[src/ezlr_pkg.sv]
// ----------------------------------------------------------------------------
// ezlr_pkg
// Shared widths, codes, command type and zone mapping functions for the
// eight-zone line rasterizer.
// ----------------------------------------------------------------------------
package ezlr_pkg;

    // Coordinate width of the ports; zone-0 values need one more bit,
    // decision terms two more on top of that.
    localparam int COORD_BITS  = 12;
    localparam int WALK_BITS   = COORD_BITS + 1;
    localparam int DEC_BITS    = COORD_BITS + 3;
    localparam int QUEUE_DEPTH = 2;
    localparam int QPTR_BITS   = $clog2(QUEUE_DEPTH);
    localparam int QCNT_BITS   = $clog2(QUEUE_DEPTH + 1);

    typedef enum logic {
        ACT_LOAD = 1'b0,
        ACT_STEP = 1'b1
    } action_t;

    typedef enum logic [2:0] {
        ZONE_0 = 3'd0,
        ZONE_1 = 3'd1,
        ZONE_2 = 3'd2,
        ZONE_3 = 3'd3,
        ZONE_4 = 3'd4,
        ZONE_5 = 3'd5,
        ZONE_6 = 3'd6,
        ZONE_7 = 3'd7
    } zone_t;

    typedef logic signed [WALK_BITS-1:0] walk_t;
    typedef logic signed [DEC_BITS-1:0]  dec_t;

    typedef struct packed {
        walk_t a;
        walk_t b;
    } pair_t;

    // One decoded beat on its way from the front end to the walker
    typedef struct packed {
        action_t     action;
        zone_t       zone;
        walk_t       u0;
        walk_t       v0;
        walk_t       u1;
        walk_t       du;
        walk_t       dv;
        logic [1:0]  color;
    } cmd_t;

    // Map an original (x, y) into zone 0 (u, v)
    function automatic pair_t to_zone0(zone_t z, walk_t x, walk_t y);
        pair_t r;
        case (z)
            ZONE_0: begin r.a = x;  r.b = y;  end
            ZONE_1: begin r.a = y;  r.b = x;  end
            ZONE_2: begin r.a = y;  r.b = -x; end
            ZONE_3: begin r.a = -x; r.b = y;  end
            ZONE_4: begin r.a = -x; r.b = -y; end
            ZONE_5: begin r.a = -y; r.b = -x; end
            ZONE_6: begin r.a = -y; r.b = x;  end
            ZONE_7: begin r.a = x;  r.b = -y; end
            default: begin r.a = x; r.b = y;  end
        endcase
        return r;
    endfunction

    // Map a zone-0 (u, v) back to the original (x, y)
    function automatic pair_t from_zone0(zone_t z, walk_t u, walk_t v);
        pair_t r;
        case (z)
            ZONE_0: begin r.a = u;  r.b = v;  end
            ZONE_1: begin r.a = v;  r.b = u;  end
            ZONE_2: begin r.a = -v; r.b = u;  end
            ZONE_3: begin r.a = -u; r.b = v;  end
            ZONE_4: begin r.a = -u; r.b = -v; end
            ZONE_5: begin r.a = -v; r.b = -u; end
            ZONE_6: begin r.a = v;  r.b = -u; end
            ZONE_7: begin r.a = u;  r.b = -v; end
            default: begin r.a = u; r.b = v;  end
        endcase
        return r;
    endfunction

endpackage

[src/eight_zone_line_rasterizer.sv]
// ----------------------------------------------------------------------------
// eight_zone_line_rasterizer
// Midpoint line rasterizer for any of eight zones.
// ----------------------------------------------------------------------------
// Usage:
//   Input channel (s_*): each beat is a load (s_action = 0) carrying two
//   signed endpoints and a color code, or a step (s_action = 1) that asks
//   for the next pixel. A load gives no output and replaces any unfinished
//   line; a step with no line active gives nothing.
//   Output channel (m_*): one beat per pixel, from the first endpoint to the
//   second, with m_last_pixel high on the second endpoint.
//   Throughput: one input beat per cycle while the queue has room, and one
//   pixel per cycle while m_ready stays high; the walker does one decision
//   add and one limit compare per pixel.
//   Path: two-entry command queue, walker, then the output register on m_*.
//   When the receiver stalls, the pixel holds in the output register, the
//   walker waits, and the queue fills; s_ready drops once it is full.
//   Reset (aresetn low, synchronous) empties the queue, drops the active
//   line and clears m_valid.
// ----------------------------------------------------------------------------
module eight_zone_line_rasterizer (
    input  logic                                    aclk,
    input  logic                                    aresetn,
    input  logic                                    s_valid,
    output logic                                    s_ready,
    input  logic                                    s_action,
    input  logic signed [ezlr_pkg::COORD_BITS-1:0]  s_x_start,
    input  logic signed [ezlr_pkg::COORD_BITS-1:0]  s_y_start,
    input  logic signed [ezlr_pkg::COORD_BITS-1:0]  s_x_end,
    input  logic signed [ezlr_pkg::COORD_BITS-1:0]  s_y_end,
    input  logic        [1:0]                       s_color,
    output logic                                    m_valid,
    input  logic                                    m_ready,
    output logic signed [ezlr_pkg::COORD_BITS-1:0]  m_pixel_x,
    output logic signed [ezlr_pkg::COORD_BITS-1:0]  m_pixel_y,
    output logic        [1:0]                       m_pixel_color,
    output logic                                    m_last_pixel
);

    ezlr_pkg::cmd_t push_cmd, head_cmd;
    logic           q_full, q_push, q_pop, q_head_valid;

    // Classify and map incoming beats
    ezlr_front u_front (
        .s_valid   (s_valid),
        .s_ready   (s_ready),
        .s_action  (s_action),
        .s_x_start (s_x_start),
        .s_y_start (s_y_start),
        .s_x_end   (s_x_end),
        .s_y_end   (s_y_end),
        .s_color   (s_color),
        .q_full    (q_full),
        .q_push    (q_push),
        .q_cmd     (push_cmd)
    );

    // Decouple front end and walker
    ezlr_queue u_queue (
        .aclk       (aclk),
        .aresetn    (aresetn),
        .push       (q_push),
        .cmd_in     (push_cmd),
        .full       (q_full),
        .pop        (q_pop),
        .head_valid (q_head_valid),
        .cmd_out    (head_cmd)
    );

    // Walk the line and emit pixels
    ezlr_back u_back (
        .aclk          (aclk),
        .aresetn       (aresetn),
        .head_valid    (q_head_valid),
        .cmd           (head_cmd),
        .pop           (q_pop),
        .m_valid       (m_valid),
        .m_ready       (m_ready),
        .m_pixel_x     (m_pixel_x),
        .m_pixel_y     (m_pixel_y),
        .m_pixel_color (m_pixel_color),
        .m_last_pixel  (m_last_pixel)
    );

endmodule

[src/ezlr_front.sv]
// ----------------------------------------------------------------------------
// ezlr_front
// Input side: classifies a load beat into one of eight zones and maps its
// endpoints and deltas into zone 0, then hands the command to the queue.
// ----------------------------------------------------------------------------
module ezlr_front (
    input  logic                                    s_valid,
    output logic                                    s_ready,
    input  logic                                    s_action,
    input  logic signed [ezlr_pkg::COORD_BITS-1:0]  s_x_start,
    input  logic signed [ezlr_pkg::COORD_BITS-1:0]  s_y_start,
    input  logic signed [ezlr_pkg::COORD_BITS-1:0]  s_x_end,
    input  logic signed [ezlr_pkg::COORD_BITS-1:0]  s_y_end,
    input  logic        [1:0]                       s_color,
    input  logic                                    q_full,
    output logic                                    q_push,
    output ezlr_pkg::cmd_t                          q_cmd
);

    ezlr_pkg::walk_t x0, y0, x1, y1, dx, dy, ax, ay;
    ezlr_pkg::zone_t zone;
    ezlr_pkg::pair_t p0, p1, pd;
    logic            x_ge;

    // Widen endpoints and form the deltas
    assign x0 = ezlr_pkg::walk_t'(s_x_start);
    assign y0 = ezlr_pkg::walk_t'(s_y_start);
    assign x1 = ezlr_pkg::walk_t'(s_x_end);
    assign y1 = ezlr_pkg::walk_t'(s_y_end);
    assign dx = x1 - x0;
    assign dy = y1 - y0;

    // Compare magnitudes; a tie goes to the x-major zone
    assign ax   = dx[ezlr_pkg::WALK_BITS-1] ? -dx : dx;
    assign ay   = dy[ezlr_pkg::WALK_BITS-1] ? -dy : dy;
    assign x_ge = $unsigned(ax) >= $unsigned(ay);

    always_comb begin
        case ({dx[ezlr_pkg::WALK_BITS-1], dy[ezlr_pkg::WALK_BITS-1]})
            2'b00:   zone = x_ge ? ezlr_pkg::ZONE_0 : ezlr_pkg::ZONE_1;
            2'b10:   zone = x_ge ? ezlr_pkg::ZONE_3 : ezlr_pkg::ZONE_2;
            2'b11:   zone = x_ge ? ezlr_pkg::ZONE_4 : ezlr_pkg::ZONE_5;
            2'b01:   zone = x_ge ? ezlr_pkg::ZONE_7 : ezlr_pkg::ZONE_6;
            default: zone = ezlr_pkg::ZONE_0;
        endcase
    end

    // Mirror endpoints and deltas into zone 0
    assign p0 = ezlr_pkg::to_zone0(zone, x0, y0);
    assign p1 = ezlr_pkg::to_zone0(zone, x1, y1);
    assign pd = ezlr_pkg::to_zone0(zone, dx, dy);

    always_comb begin
        q_cmd.action = ezlr_pkg::action_t'(s_action);
        q_cmd.zone   = zone;
        q_cmd.u0     = p0.a;
        q_cmd.v0     = p0.b;
        q_cmd.u1     = p1.a;
        q_cmd.du     = pd.a;
        q_cmd.dv     = pd.b;
        q_cmd.color  = s_color;
    end

    // Accept a beat whenever the queue has room
    assign s_ready = !q_full;
    assign q_push  = s_valid && !q_full;

endmodule

[src/ezlr_queue.sv]
// ----------------------------------------------------------------------------
// ezlr_queue
// Short command queue between the front end and the walker.
// ----------------------------------------------------------------------------
module ezlr_queue (
    input  logic           aclk,
    input  logic           aresetn,
    input  logic           push,
    input  ezlr_pkg::cmd_t cmd_in,
    output logic           full,
    input  logic           pop,
    output logic           head_valid,
    output ezlr_pkg::cmd_t cmd_out
);

    ezlr_pkg::cmd_t                       mem_reg [ezlr_pkg::QUEUE_DEPTH];
    logic [ezlr_pkg::QPTR_BITS-1:0]       wr_ptr_reg, wr_ptr_next;
    logic [ezlr_pkg::QPTR_BITS-1:0]       rd_ptr_reg, rd_ptr_next;
    logic [ezlr_pkg::QCNT_BITS-1:0]       count_reg, count_next;
    logic                                 do_push, do_pop;

    assign full       = count_reg == ezlr_pkg::QCNT_BITS'(ezlr_pkg::QUEUE_DEPTH);
    assign head_valid = count_reg != '0;
    assign do_push    = push && !full;
    assign do_pop     = pop && head_valid;
    assign cmd_out    = mem_reg[rd_ptr_reg];

    // Advance pointers and occupancy
    always_comb begin
        wr_ptr_next = wr_ptr_reg;
        rd_ptr_next = rd_ptr_reg;
        count_next  = count_reg;
        if (do_push) begin
            wr_ptr_next = (wr_ptr_reg == ezlr_pkg::QPTR_BITS'(ezlr_pkg::QUEUE_DEPTH - 1))
                        ? '0 : wr_ptr_reg + 1'b1;
        end
        if (do_pop) begin
            rd_ptr_next = (rd_ptr_reg == ezlr_pkg::QPTR_BITS'(ezlr_pkg::QUEUE_DEPTH - 1))
                        ? '0 : rd_ptr_reg + 1'b1;
        end
        case ({do_push, do_pop})
            2'b10:   count_next = count_reg + 1'b1;
            2'b01:   count_next = count_reg - 1'b1;
            default: count_next = count_reg;
        endcase
    end

    always_ff @(posedge aclk) begin
        if (!aresetn) begin
            wr_ptr_reg <= '0;
            rd_ptr_reg <= '0;
            count_reg  <= '0;
        end else begin
            wr_ptr_reg <= wr_ptr_next;
            rd_ptr_reg <= rd_ptr_next;
            count_reg  <= count_next;
        end
    end

    // Store the incoming command
    always_ff @(posedge aclk) begin
        if (do_push) begin
            mem_reg[wr_ptr_reg] <= cmd_in;
        end
    end

endmodule

[src/ezlr_back.sv]
// ----------------------------------------------------------------------------
// ezlr_back
// Walker: takes commands from the queue, sets up a line on load and emits
// one pixel per step of an active line into the output register.
// ----------------------------------------------------------------------------
module ezlr_back (
    input  logic                                    aclk,
    input  logic                                    aresetn,
    input  logic                                    head_valid,
    input  ezlr_pkg::cmd_t                          cmd,
    output logic                                    pop,
    output logic                                    m_valid,
    input  logic                                    m_ready,
    output logic signed [ezlr_pkg::COORD_BITS-1:0]  m_pixel_x,
    output logic signed [ezlr_pkg::COORD_BITS-1:0]  m_pixel_y,
    output logic        [1:0]                       m_pixel_color,
    output logic                                    m_last_pixel
);

    logic               active_reg, active_next;
    ezlr_pkg::zone_t    zone_reg;
    ezlr_pkg::walk_t    walk_x_reg, walk_y_reg, limit_reg;
    ezlr_pkg::dec_t     decision_reg, east_reg, ne_reg;
    logic [1:0]         color_reg;
    logic               m_valid_reg, m_valid_next;
    logic signed [ezlr_pkg::COORD_BITS-1:0] px_reg, py_reg;
    logic [1:0]         pcolor_reg;
    logic               plast_reg;

    logic               is_load, out_free, emit, last;
    ezlr_pkg::pair_t    xy;
    ezlr_pkg::dec_t     dv2, du1, du2;

    assign is_load  = cmd.action == ezlr_pkg::ACT_LOAD;
    assign out_free = !m_valid_reg || m_ready;
    assign emit     = head_valid && !is_load && active_reg && out_free;
    // Drop a step that finds no line; a load never waits
    assign pop      = head_valid && (is_load || !active_reg || out_free);

    assign last = walk_x_reg >= limit_reg;
    assign xy   = ezlr_pkg::from_zone0(zone_reg, walk_x_reg, walk_y_reg);

    // Setup terms: 2*dv, du and 2*du at decision width
    assign dv2 = {cmd.dv[ezlr_pkg::WALK_BITS-1], cmd.dv, 1'b0};
    assign du1 = {{2{cmd.du[ezlr_pkg::WALK_BITS-1]}}, cmd.du};
    assign du2 = {cmd.du[ezlr_pkg::WALK_BITS-1], cmd.du, 1'b0};

    always_comb begin
        active_next = active_reg;
        if (head_valid && is_load) begin
            active_next = 1'b1;
        end else if (emit && last) begin
            active_next = 1'b0;
        end
    end

    always_comb begin
        m_valid_next = m_valid_reg;
        if (emit) begin
            m_valid_next = 1'b1;
        end else if (m_ready) begin
            m_valid_next = 1'b0;
        end
    end

    always_ff @(posedge aclk) begin
        if (!aresetn) begin
            active_reg  <= 1'b0;
            m_valid_reg <= 1'b0;
        end else begin
            active_reg  <= active_next;
            m_valid_reg <= m_valid_next;
        end
    end

    // Load a new line or advance the walk one column
    always_ff @(posedge aclk) begin
        if (head_valid && is_load) begin
            zone_reg     <= cmd.zone;
            walk_x_reg   <= cmd.u0;
            walk_y_reg   <= cmd.v0;
            limit_reg    <= cmd.u1;
            decision_reg <= dv2 - du1;
            east_reg     <= dv2;
            ne_reg       <= dv2 - du2;
            color_reg    <= cmd.color;
        end else if (emit && !last) begin
            walk_x_reg <= walk_x_reg + 1'b1;
            if (decision_reg[ezlr_pkg::DEC_BITS-1]) begin
                decision_reg <= decision_reg + east_reg;
            end else begin
                walk_y_reg   <= walk_y_reg + 1'b1;
                decision_reg <= decision_reg + ne_reg;
            end
        end
    end

    // Capture the pixel beat
    always_ff @(posedge aclk) begin
        if (emit) begin
            px_reg     <= xy.a[ezlr_pkg::COORD_BITS-1:0];
            py_reg     <= xy.b[ezlr_pkg::COORD_BITS-1:0];
            pcolor_reg <= color_reg;
            plast_reg  <= last;
        end
    end

    assign m_valid       = m_valid_reg;
    assign m_pixel_x     = px_reg;
    assign m_pixel_y     = py_reg;
    assign m_pixel_color = pcolor_reg;
    assign m_last_pixel  = plast_reg;

endmodule

[config.mk]
export PLATFORM = sky130hd
export DESIGN_NAME = eight_zone_line_rasterizer
export DESIGN_NICKNAME = d
export VERILOG_FILES = /design/src/ezlr_pkg.sv /design/src/eight_zone_line_rasterizer.sv /design/src/ezlr_front.sv /design/src/ezlr_queue.sv /design/src/ezlr_back.sv
export SDC_FILE = /design/constraint.sdc
export NUM_CORES = 1
export LEC_CHECK = 0
export BUFFER_PORTS_ARGS = -buffer_cell sky130_fd_sc_hd__buf_4
export CELL_PAD_IN_SITES_DETAIL_PLACEMENT = 1
export CELL_PAD_IN_SITES_GLOBAL_PLACEMENT = 2
export CORE_MARGIN = 2
export CORE_UTILIZATION = 44
export DETAILED_ROUTE_END_ITERATION = 12
export PLACE_DENSITY = 0.93
export SYNTH_ARGS = -nofsm -noshare
export SYNTH_HDL_FRONTEND = slang
export SYNTH_SLANG_ARGS = --single-unit
[constraint.sdc]
create_clock -name aclk -period 8.77 [get_ports aclk]
set_clock_uncertainty 0.2 [all_clocks]
set_input_delay 0.4385 -clock aclk [delete_from_list [all_inputs] [get_ports aclk]]
set_output_delay 0.4385 -clock aclk [all_outputs]
set_load 0.02 [all_outputs]
==> results.cfg, run 1 <==
[critical_path]
critical_path.endpoint_type = flop
worst_ep_required_time_ps = 8890
path_class = in -> reg
worst_reg_to_reg_cells = 8
cp-startpoint = s_x_end[0]
regToRegEndpoint = u_back.decision_reg[3]
worst_path_max_delay_cell = sky130_fd_sc_hd__nor2_2
critPathMostFrequentCell = sky130_fd_sc_hd__ha_1
crit_path_end = u_queue.mem_reg[0][9]
worst-r2r-setup-slack_ps = 4630
startpoint_type = input port
arrival_ps = 7480
cpPeakStageDelay_ps = 860
worst-path-max-fanout = 21
worstPathCellList = buf_4 -> inv_1 -> ha_1 -> fa_1 -> nand2b_1 -> a21oi_1 -> xnor2_1 -> nand4b_1 -> nor3_2 -> nand3b_1 -> nor3_1 -> ha_1 -> ha_1 -> a21oi_1 -> o21ai_0 -> nor4_1 -> a21o_1 -> nor3_2 -> buf_4 -> nor2_2 -> nand2_1 -> o311a_1 -> o22ai_1

[floorplanning]
horizontal_extent_of_the_die_um = 210
std_cell_rows = 75
die_area_um2 = 44000
die_y_um = 210
initial_core_util_pct = 44.5
floorplan.io_pins = 84
core_um2 = 41900

[power]
cellLeakagePower_nw = 7.74
cellPowerDensity_nw_per_um2 = 413
total_power_w = 0.00856
worst_ir_drop_vdd_uv = 186

[synthesis]
netlist_instances = 1903
synth_flop_cell = sky130_fd_sc_hd__edfxtp_1
synth-async-reset-ratio_pct = 0
syn_area_um2 = 18600
synth_seq_area_share_pct = 41.3
syn_area_per_cell_um2 = 9.78
ys_ff_latch = 258
yosysWarnings = 0
synth_enable_flop_cells = 251
post_synth_num_cell_types = 86
synth_nets = 2069

[final_layout]
postLayoutCoreUtil_pct = 49.5
post_route_cells_drive_above_1_share_pct = 13.2
insertedDiodeCount = 0
instances_no_fill = 2508
areaGrowthSynthToFinish_pct = 11.3
final_net_count = 2115
largest_register_ffs = 140

[placement]
place_congestion = 0.936
buffer_ports.inserted = 83
dp_hpwl_mm = 45.3
place_inst = 2454
detailedPlace.worstSlack_ps = 1180

[detailed_routing]
detail_route.first_pass.iterations = 6
detail_route.drc_violations = 0
drt-initial-drc-count = 1343
drt-wirelength-per-cell_um = 24.9
routed_wl_mm = 62.4
vias_per_cell = 6.31
dr_total_vias = 15832
drt.antenna.violating_nets = 0

[clock_tree]
cts_htree_levels = 1
clock_pin_transition_on_the_worst_setup_and_hold_timing_paths_ps = 60
cts_buffers = 28
clock_path_buffers = 3
post_cts_resize_count = 0
clk_root_buffer_cell = sky130_fd_sc_hd__clkbuf_16
tritoncts = done
cts.repair_timing.setup_buffer_count = 0
clock_latency_ps = 580
cts.sinks = 258

[sta]
hold_violations = 0
timing.final.max_slew_violations = 0
fmax_mhz = 136
worst-slew-pin-transition_ps = 1160
fin_crit_ps = 7360
timing.setup.tns_ps = 0
setup_viol_count_final = 0
maxSlewHeadroom_pct = 21.8
finalWorstSetupSlack_ps = 1410
rsz0062_at_grt = false
timing.final.crit_share_pct = 83.9

[grt]
grt_start_max_net_pins = 72
grt_pass1_wl_mm = 96.5
grt_pass1_vias = 16488
grt_antenna_before_repair = 0
global_route.usage.total_pct = 28.1
grt_remaining_overflow = 0

[worst_hold_path]
hold_path.class = in -> reg

[job]
max-cap-violations = 0

[run_status]
outcome = finished clean
==> metal layers <==
layer | wire length (µm) | vias to the layer above | global-route usage (%) | share of wire (%)
li1 | - | 7165 | - | -
met1 | 26600 | 7890 | 37.1 | 43
met2 | 29800 | 608 | 47.8 | 48
met3 | 3700 | 169 | 3.08 | 5.9
met4 | 2220 | 0 | 10.6 | 3.6
met5 | 0 | - | 0 | 0
==> cells in the mapped netlist, types with 7 or more instances <==
cell type                   count  share of area, %
sky130_fd_sc_hd__a211o_1        7              0.33
sky130_fd_sc_hd__a211oi_1      22              0.89
sky130_fd_sc_hd__a21boi_0       7              0.28
sky130_fd_sc_hd__a21o_1        15              0.61
sky130_fd_sc_hd__a21oi_1      135               3.6
sky130_fd_sc_hd__a221oi_1       7              0.33
sky130_fd_sc_hd__a222oi_1       8              0.43
sky130_fd_sc_hd__a22o_1         9              0.42
sky130_fd_sc_hd__a22oi_1       13              0.52
sky130_fd_sc_hd__a32oi_1        9              0.42
sky130_fd_sc_hd__and2_1        13              0.44
sky130_fd_sc_hd__and3_1        15              0.50
sky130_fd_sc_hd__buf_1         13              0.26
sky130_fd_sc_hd__clkbuf_1      79               1.6
sky130_fd_sc_hd__dfxtp_1        7              0.75
sky130_fd_sc_hd__edfxtp_1     251                40
sky130_fd_sc_hd__ha_1         106               7.1
sky130_fd_sc_hd__inv_1         96               1.9
sky130_fd_sc_hd__mux2_2        47               2.8
sky130_fd_sc_hd__mux2i_1       51               2.7
sky130_fd_sc_hd__mux4_2        16               1.9
sky130_fd_sc_hd__nand2_1      145               2.9
sky130_fd_sc_hd__nand2b_1      11              0.37
sky130_fd_sc_hd__nand3_1       58               1.6
sky130_fd_sc_hd__nand4_1       16              0.54
sky130_fd_sc_hd__nor2_1       164               3.3
sky130_fd_sc_hd__nor2b_1       23              0.77
sky130_fd_sc_hd__nor3_1        55               1.5
sky130_fd_sc_hd__nor4_1         9              0.30
sky130_fd_sc_hd__o211ai_1       8              0.32
sky130_fd_sc_hd__o21a_1         8              0.32
sky130_fd_sc_hd__o21ai_0      126               3.4
sky130_fd_sc_hd__o22ai_1       38               1.3
sky130_fd_sc_hd__o2bb2ai_1     11              0.52
sky130_fd_sc_hd__o311ai_0       7              0.33
sky130_fd_sc_hd__o31ai_1        9              0.36
sky130_fd_sc_hd__or2_2          7              0.24
sky130_fd_sc_hd__or3_1         25              0.84
sky130_fd_sc_hd__xnor2_1       99               4.7
sky130_fd_sc_hd__xor2_1        48               2.3
==> through the flow <==
step           instance area (µm²)  hold WS [ps]
3_5_place_dp                 19700           218
6_report                     20700          36.8
5_1_grt                      20700          28.4
3_3_place_gp                 19700           206
2_1_floorplan                18600           200
4_1_cts                      20700          22.7
==> worst min-delay path by stage <==
stage | from | end | slack, ps | cells after the start
after global routing | s_x_end[5] | u_queue.mem_reg[1][33] | 30 | 2
after floorplan | u_back.color_reg[0] | u_back.m_pixel_color[0] | 200 | 0
final | s_x_end[3] | u_queue.mem_reg[1][31] | 40 | 2
after global placement | u_back.color_reg[1] | u_back.m_pixel_color[1] | 210 | 0
after CTS | m_ready | u_back.m_valid | 20 | 4
after detailed placement | u_back.color_reg[0] | u_back.m_pixel_color[0] | 220 | 0
==> where the power goes <==
part | switching, W | internal (W) | total [W]
registers | 0.000269 | 0.00212 | 0.00238
logic | 0.00314 | 0.00184 | 0.00498
clock network | 0.000492 | 0.000705 | 0.00120
total | 0.00390 | 0.00466 | 0.00856
==> timing repair <==
item	4_1_cts	5_1_grt
setup endpoints to repair	0	0
hold buffers	4	0
hold endpoints to repair	13	0
==> worst max-delay path, delay by kind of cell <==
kind / cells / cell delay [ps]
buffers and inverters: 3 / 550
adder cells (fa/ha/maj): 4 / 900
AO/OA/AOI/OAI: 6 / 1360
XOR/XNOR: 1 / 760
AND/OR/NAND/NOR: 9 / 3440
==> area by class of cell <==
type,count,area (µm²)
inverters,99,372
repair buffers,121,918
multi-input cells,1441,10100
well taps,539,674
fillers,4731,21100
clock inverters,17,208
clock buffers,33,719
flip-flops and latches,258,7680
==> kinds of logic (layout without fill, tap and decap cells) <==
logic type | Yosys count | after routing | share of synthesized area (%)
AO/OA/AOI/OAI | 490 | 490 | 16.8
buffers and inverters | 204 | 270 | 4.50
flip-flops | 258 | 258 | 41.3
multiplexers | 117 | 117 | 7.95
AND/OR/NAND/NOR | 575 | 575 | 14.9
XOR/XNOR | 148 | 148 | 7.01
adder cells (fa/ha/maj) | 111 | 111 | 7.66
==> layout by cell type, fill, tap and decap left out, types with 38 or more instances in the layout <==
cell                       instances
sky130_fd_sc_hd__mux2_2           47
sky130_fd_sc_hd__edfxtp_1        251
sky130_fd_sc_hd__nor3_1           54
sky130_fd_sc_hd__ha_1            106
sky130_fd_sc_hd__o21ai_0         126
sky130_fd_sc_hd__a21oi_1         135
sky130_fd_sc_hd__nand2_1         145
sky130_fd_sc_hd__mux2i_1          51
sky130_fd_sc_hd__nor2_1          160
sky130_fd_sc_hd__o22ai_1          38
sky130_fd_sc_hd__inv_1            95
sky130_fd_sc_hd__xnor2_1          99
sky130_fd_sc_hd__buf_4           117
sky130_fd_sc_hd__xor2_1           47
sky130_fd_sc_hd__nand3_1          58
Power figures use the tool's default switching activity.
==> run 2, diff against run 1 <==
--- a/config.mk
+++ b/config.mk
@@ -9,9 +9,9 @@
 export CELL_PAD_IN_SITES_DETAIL_PLACEMENT = 1
 export CELL_PAD_IN_SITES_GLOBAL_PLACEMENT = 2
 export CORE_MARGIN = 2
-export CORE_UTILIZATION = 44
+export CORE_UTILIZATION = 41
 export DETAILED_ROUTE_END_ITERATION = 12
-export PLACE_DENSITY = 0.93
+export PLACE_DENSITY = 0.88
 export SYNTH_ARGS = -nofsm -noshare
 export SYNTH_HDL_FRONTEND = slang
 export SYNTH_SLANG_ARGS = --single-unit
==> constraint.sdc (replaced) <==
create_clock -name aclk -period 7.1 [get_ports aclk]
set_clock_uncertainty 0.2 [all_clocks]
set_input_delay 0.355 -clock aclk [delete_from_list [all_inputs] [get_ports aclk]]
set_output_delay 0.355 -clock aclk [all_outputs]
set_load 0.02 [all_outputs]
==> results.cfg, run 2 (synthesized netlist as in run 1, its figures left out) <==
[critical_path]
worst-r2r-setup-slack_ps = 2860
arrival_ps = 7030
critical_path.endpoint_type = flop
regToRegEndpoint = u_back.decision_reg[14]
worst_reg_to_reg_cells = 13
worst_ep_required_time_ps = 7220
crit_path_end = u_queue.mem_reg[1][44]
worst-path-max-fanout = 8
path_class = in -> reg
cp-startpoint = s_x_end[5]
startpoint_type = input port

[clock_tree]
clock_pin_transition_on_the_worst_setup_and_hold_timing_paths_ps = 60
clock_latency_ps = 600
clock_path_buffers = 3
tritoncts = done
cts_buffers = 28
cts.sinks = 258
cts.repair_timing.setup_buffer_count = 0
clk_root_buffer_cell = sky130_fd_sc_hd__clkbuf_16
cts_htree_levels = 1

[floorplanning]
die_area_um2 = 47100
std_cell_rows = 78
horizontal_extent_of_the_die_um = 217
initial_core_util_pct = 41.3
floorplan.io_pins = 84
core_um2 = 45100
die_y_um = 217

[detailed_routing]
detail_route.drc_violations = 0
drt.antenna.violating_nets = 0
dr_total_vias = 15894
routed_wl_mm = 63.3
drt-initial-drc-count = 1257
drt-wirelength-per-cell_um = 24.2
detail_route.first_pass.iterations = 8
vias_per_cell = 6.08

[grt]
grt_pass1_vias = 16309
grt_antenna_before_repair = 0
global_route.usage.total_pct = 26.6
grt_remaining_overflow = 0
grt_pass1_wl_mm = 97.5
grt_start_max_net_pins = 72

[sta]
hold_violations = 0
timing.final.max_slew_violations = 0
timing.setup.tns_ps = 0
maxSlewHeadroom_pct = 26.4
worst-slew-pin-transition_ps = 1100
rsz0062_at_grt = false
timing.final.crit_share_pct = 97.4
finalWorstSetupSlack_ps = 184
fmax_mhz = 145
fin_crit_ps = 6920
setup_viol_count_final = 0

[power]
cellLeakagePower_nw = 7.93
worst_ir_drop_vdd_uv = 261
cellPowerDensity_nw_per_um2 = 503

[final_layout]
combined_area_of_the_multi_input_logic_cells_um2 = 10200
insertedDiodeCount = 0
final-seq-area_um2 = 7680
post_route_cells_drive_above_1_share_pct = 14.6
n_fill_cell = 5130
largest_register_ffs = 140
instances_no_fill = 2612
mostFrequentLayoutCell = sky130_fd_sc_hd__edfxtp_1
areaGrowthSynthToFinish_pct = 13.6
commonest_non_fill_non_tap_cells_in_the_layout = 251 x sky130_fd_sc_hd__edfxtp_1, 161 x sky130_fd_sc_hd__nor2_1, 146 x sky130_fd_sc_hd__buf_4, 145 x sky130_fd_sc_hd__nand2_1, 135 x sky130_fd_sc_hd__a21oi_1
final_net_count = 2156

[job]
max-cap-violations = 0

[placement]
buffer_ports.inserted = 83
place_inst = 2547
detailedPlace.worstSlack_ps = 317
place_congestion = 0.954
dp_hpwl_mm = 46.9

[worst_hold_path]
hold_path.class = in -> reg

[run_status]
outcome = finished clean
## run 2: worst min-delay path by stage
stage | to | from | depth (start not counted) | slack, ps
final | u_queue.mem_reg[1][32] | s_x_end[4] | 3 | 20
after global routing | u_queue.mem_reg[1][59] | s_x_start[5] | 2 | 50
after CTS | u_queue.mem_reg[0][32] | s_x_end[4] | 3 | 7
after detailed placement | u_back.m_pixel_color[1] | u_back.color_reg[1] | 0 | 210
after global placement | u_back.m_pixel_color[0] | u_back.color_reg[0] | 0 | 210
after floorplan | u_back.m_pixel_color[0] | u_back.color_reg[0] | 0 | 200
## run 2: critical path, stage by stage
cell,delay (ps)
sky130_fd_sc_hd__dlygate4sd3_1,560
sky130_fd_sc_hd__buf_4,170
sky130_fd_sc_hd__ha_1,440
sky130_fd_sc_hd__inv_1,130
sky130_fd_sc_hd__a311o_1,410
sky130_fd_sc_hd__a311oi_4,420
sky130_fd_sc_hd__nand4b_1,380
sky130_fd_sc_hd__nor3_2,360
sky130_fd_sc_hd__nand3b_1,330
sky130_fd_sc_hd__nor3_1,240
sky130_fd_sc_hd__ha_1,190
sky130_fd_sc_hd__ha_1,260
sky130_fd_sc_hd__a21oi_1,160
sky130_fd_sc_hd__o21ai_0,190
sky130_fd_sc_hd__nor3_1,290
sky130_fd_sc_hd__a211oi_2,160
sky130_fd_sc_hd__nor3_1,870
sky130_fd_sc_hd__o2bb2ai_1,350
sky130_fd_sc_hd__a221oi_1,230
sky130_fd_sc_hd__o22ai_1,510
## run 2: metrics by stage
stage / total power [W] / utilization, % / hold WS, ps / cell area (µm²)
3_5_place_dp: 0.00904 / 44.5 / 206 / 20100
3_3_place_gp: 0.00878 / 44.5 / 205 / 20100
5_1_grt: 0.0113 / 46.9 / 45.9 / 21200
2_1_floorplan: 0.00703 / - / 200 / 18600
4_1_cts: 0.0106 / 46.8 / 6.60 / 21100
6_report: 0.0106 / 46.9 / 23.8 / 21200
## run 2: where the power goes
part / total, W / leakage, nW / switching [W] / internal, W
logic: 0.00624 / 5.09 / 0.00383 / 0.00240
clock network: 0.00144 / 0.434 / 0.000636 / 0.000808
registers: 0.00295 / 2.40 / 0.000343 / 0.00261
## run 2: repair_timing
action                                  in CTS  in global routing
hold buffers                                13                  0
hold endpoints to repair                    29                  0
endpoints found under the setup margin       0                 18
resized for setup                            0                  6
## run 2: cell type report
| type | count | area share, % |
|---|---|---|
| clock buffer | 34 | 3.42 |
| clock inverter | 18 | 0.870 |
| inverter | 99 | 1.76 |
| multi-input combinational | 1441 | 48.1 |
| sequential | 258 | 36.3 |
| tap | 600 | 3.55 |
| timing repair buffer | 162 | 6.04 |
## run 2: layer usage
layer	track usage, %	part of all wire (%)
met4	11.3	4.2
met5	0	0
met1	34.8	42
met2	44.4	47
met3	3.68	6.6
==> run 3, diff against run 2 <==
--- a/config.mk
+++ b/config.mk
@@ -9,9 +9,10 @@
 export CELL_PAD_IN_SITES_DETAIL_PLACEMENT = 1
 export CELL_PAD_IN_SITES_GLOBAL_PLACEMENT = 2
 export CORE_MARGIN = 2
-export CORE_UTILIZATION = 41
+export CORE_UTILIZATION = 25
 export DETAILED_ROUTE_END_ITERATION = 12
-export PLACE_DENSITY = 0.88
+export GPL_TIMING_DRIVEN = 0
+export PLACE_DENSITY = 0.61
 export SYNTH_ARGS = -nofsm -noshare
 export SYNTH_HDL_FRONTEND = slang
 export SYNTH_SLANG_ARGS = --single-unit
==> results.cfg, run 3 (synthesized netlist as in run 1, its figures left out) <==
[detailed_routing]
drt-initial-drc-count = 1160
drt-wirelength-per-cell_um = 24.8
routed_wl_mm = 75.1
vias_per_cell = 5.23
detail_route.first_pass.iterations = 5
detail_route.drc_violations = 0
drt.antenna.violating_nets = 0
dr_total_vias = 15857

[worst_hold_path]
hold_path.class = in -> reg

[critical_path]
path_class = in -> reg
path_delay_family = simple AND/OR/NAND/NOR gates
arrival_ps = 6980
critPathMostFrequentCell = sky130_fd_sc_hd__and3_1
cp-startpoint = s_x_end[0]
worstPathCellList = buf_4 -> clkinvlp_4 -> ha_1 -> fa_1 -> xor2_2 -> and3_1 -> and3_1 -> and3_1 -> buf_2 -> nand3b_2 -> nor3_4 -> nor2_1 -> xor2_1 -> ha_1 -> nand2_1 -> o21ai_1 -> nor3_1 -> a211o_1 -> nand2_1 -> clkbuf_2 -> a22o_1 -> buf_2 -> a21oi_1 -> o21ai_0
startpoint_type = input port
worst-r2r-setup-slack_ps = 1640
worst_path_max_delay_cell = sky130_fd_sc_hd__xor2_2
cpPeakStageDelay_ps = 560
critical_path_buf_inv_count = 5
worst_reg_to_reg_cells = 16
worst_ep_required_time_ps = 7220
cp.depth = 24
critical_path.endpoint_type = flop
regToRegEndpoint = u_back.decision_reg[14]
worst-path-max-fanout = 10
crit_path_end = u_queue.mem_reg[0][18]

[final_layout]
postLayoutCoreUtil_pct = 29.7
areaGrowthSynthToFinish_pct = 18.2
final_design_area_no_fill_um2 = 22000
insertedDiodeCount = 0
commonest_non_fill_non_tap_cells_in_the_layout = 251 x sky130_fd_sc_hd__edfxtp_1, 159 x sky130_fd_sc_hd__nor2_1, 145 x sky130_fd_sc_hd__nand2_1, 131 x sky130_fd_sc_hd__a21oi_1, 122 x sky130_fd_sc_hd__o21ai_0
largest_register_ffs = 140
instances_no_fill = 3034
final_net_count = 2207
mostFrequentLayoutCell = sky130_fd_sc_hd__edfxtp_1
post_route_cells_drive_above_1_share_pct = 13.8

[sta]
setup_viol_count_final = 0
hold_violations = 0
fin_crit_ps = 6860
timing.setup.tns_ps = 0
finalWorstSetupSlack_ps = 244
rsz0062_at_grt = false
timing.final.max_slew_violations = 0
timing.final.crit_share_pct = 96.6
worst-slew-pin-transition_ps = 1320
fmax_mhz = 146
maxSlewHeadroom_pct = 11.9

[floorplanning]
floorplan.io_pins = 84
horizontal_extent_of_the_die_um = 277
die_area_um2 = 76600
initial_core_util_pct = 25.1
std_cell_rows = 100
core_um2 = 74100
die_y_um = 277

[grt]
global_route.usage.total_pct = 19.1
grt_pass1_vias = 16300
grt_start_max_net_pins = 55
grt_pass1_wl_mm = 110
grt_antenna_before_repair = 1
grt_remaining_overflow = 0

[placement]
place_inst = 2959
place_area_um2 = 20500
detailedPlace.worstSlack_ps = -1690
buffer_ports.inserted = 83
dp_hpwl_mm = 58.4
place_congestion = 0.909

[power]
worst_ir_drop_vdd_uv = 217
cellLeakagePower_nw = 8.01
cellPowerDensity_nw_per_um2 = 504

[clock_tree]
clk_root_buffer_cell = sky130_fd_sc_hd__clkbuf_16
cts.sinks = 258
cts_buffers = 31
cts_htree_levels = 1
clock_latency_ps = 600
clock_pin_transition_on_the_worst_setup_and_hold_timing_paths_ps = 60
clock_path_buffers = 3
tritoncts = done

[job]
max-cap-violations = 0

[run_status]
outcome = finished clean
-- run 3: cell types whose count changed in the layout (fill, tap and decap cells not counted), moves of 4 or more --
cell                       delta
sky130_fd_sc_hd__clkbuf_8     +5
sky130_fd_sc_hd__buf_2        +6
sky130_fd_sc_hd__clkbuf_2    +16
sky130_fd_sc_hd__clkbuf_1    +58
sky130_fd_sc_hd__a21oi_1      -4
sky130_fd_sc_hd__o21ai_0      -4
sky130_fd_sc_hd__buf_4       -55
sky130_fd_sc_hd__clkbuf_4     +4
sky130_fd_sc_hd__buf_1       +12
-- run 3: worst min path at each step --
stage / slack (ps) / endpoint / depth (start not counted) / startpoint
floorplan: 200 / u_back.m_pixel_color[0] / 0 / u_back.color_reg[0]
global placement: 200 / u_back.m_pixel_color[1] / 0 / u_back.color_reg[1]
detailed placement: 210 / u_back.m_pixel_color[1] / 0 / u_back.color_reg[1]
CTS: 10 / u_queue.mem_reg[1][35] / 2 / s_x_end[7]
global route: 20 / u_queue.mem_reg[1][35] / 2 / s_x_end[7]
finish: 40 / u_queue.mem_reg[1][37] / 2 / s_x_end[9]
-- run 3: cell type report --
type	count	area, µm²
clock buffers	37	798
plain buffers	104	503
clock inverters	20	248
fillers	8459	52100
multi-input cells	1441	10300
flip-flops and latches	258	7680
repair buffers	106	871
well taps	969	1210
inverters	99	375
-- run 3: repair_timing --
action / CTS / global route
setup buffers: 3 / 4
setup endpoints to repair: 128 / 128
hold buffers: 12 / 0
cloned: 0 / 0
gates resized for setup: 41 / 28
endpoints found under the hold margin: 27 / 0
-- run 3: per-layer routing --
| metal | global-route usage (%) | up-vias | share of wire (%) |
|---|---|---|---|
| met5 | 0 | - | 0.017 |
| met4 | 7.75 | 2 | 4.1 |
| met1 | 24.7 | 7886 | 44 |
| met2 | 31.5 | 461 | 46 |
| li1 | - | 7371 | - |
| met3 | 3.26 | 137 | 5.2 |
-- run 3: through the flow --
step,total power (W),hold WS [ps]
final,0.0111,37.1
after global routing,0.0118,21.8
after CTS,0.0111,12.3
after detailed placement,0.00928,206
after global placement,0.00916,204
after floorplan,0.00703,200
-- run 3: power by group --
group | internal (W) | switching (W) | leakage (nW)
logic | 0.00236 | 0.00429 | 5.10
registers | 0.00261 | 0.000185 | 2.40
clock network | 0.000986 | 0.000655 | 0.512
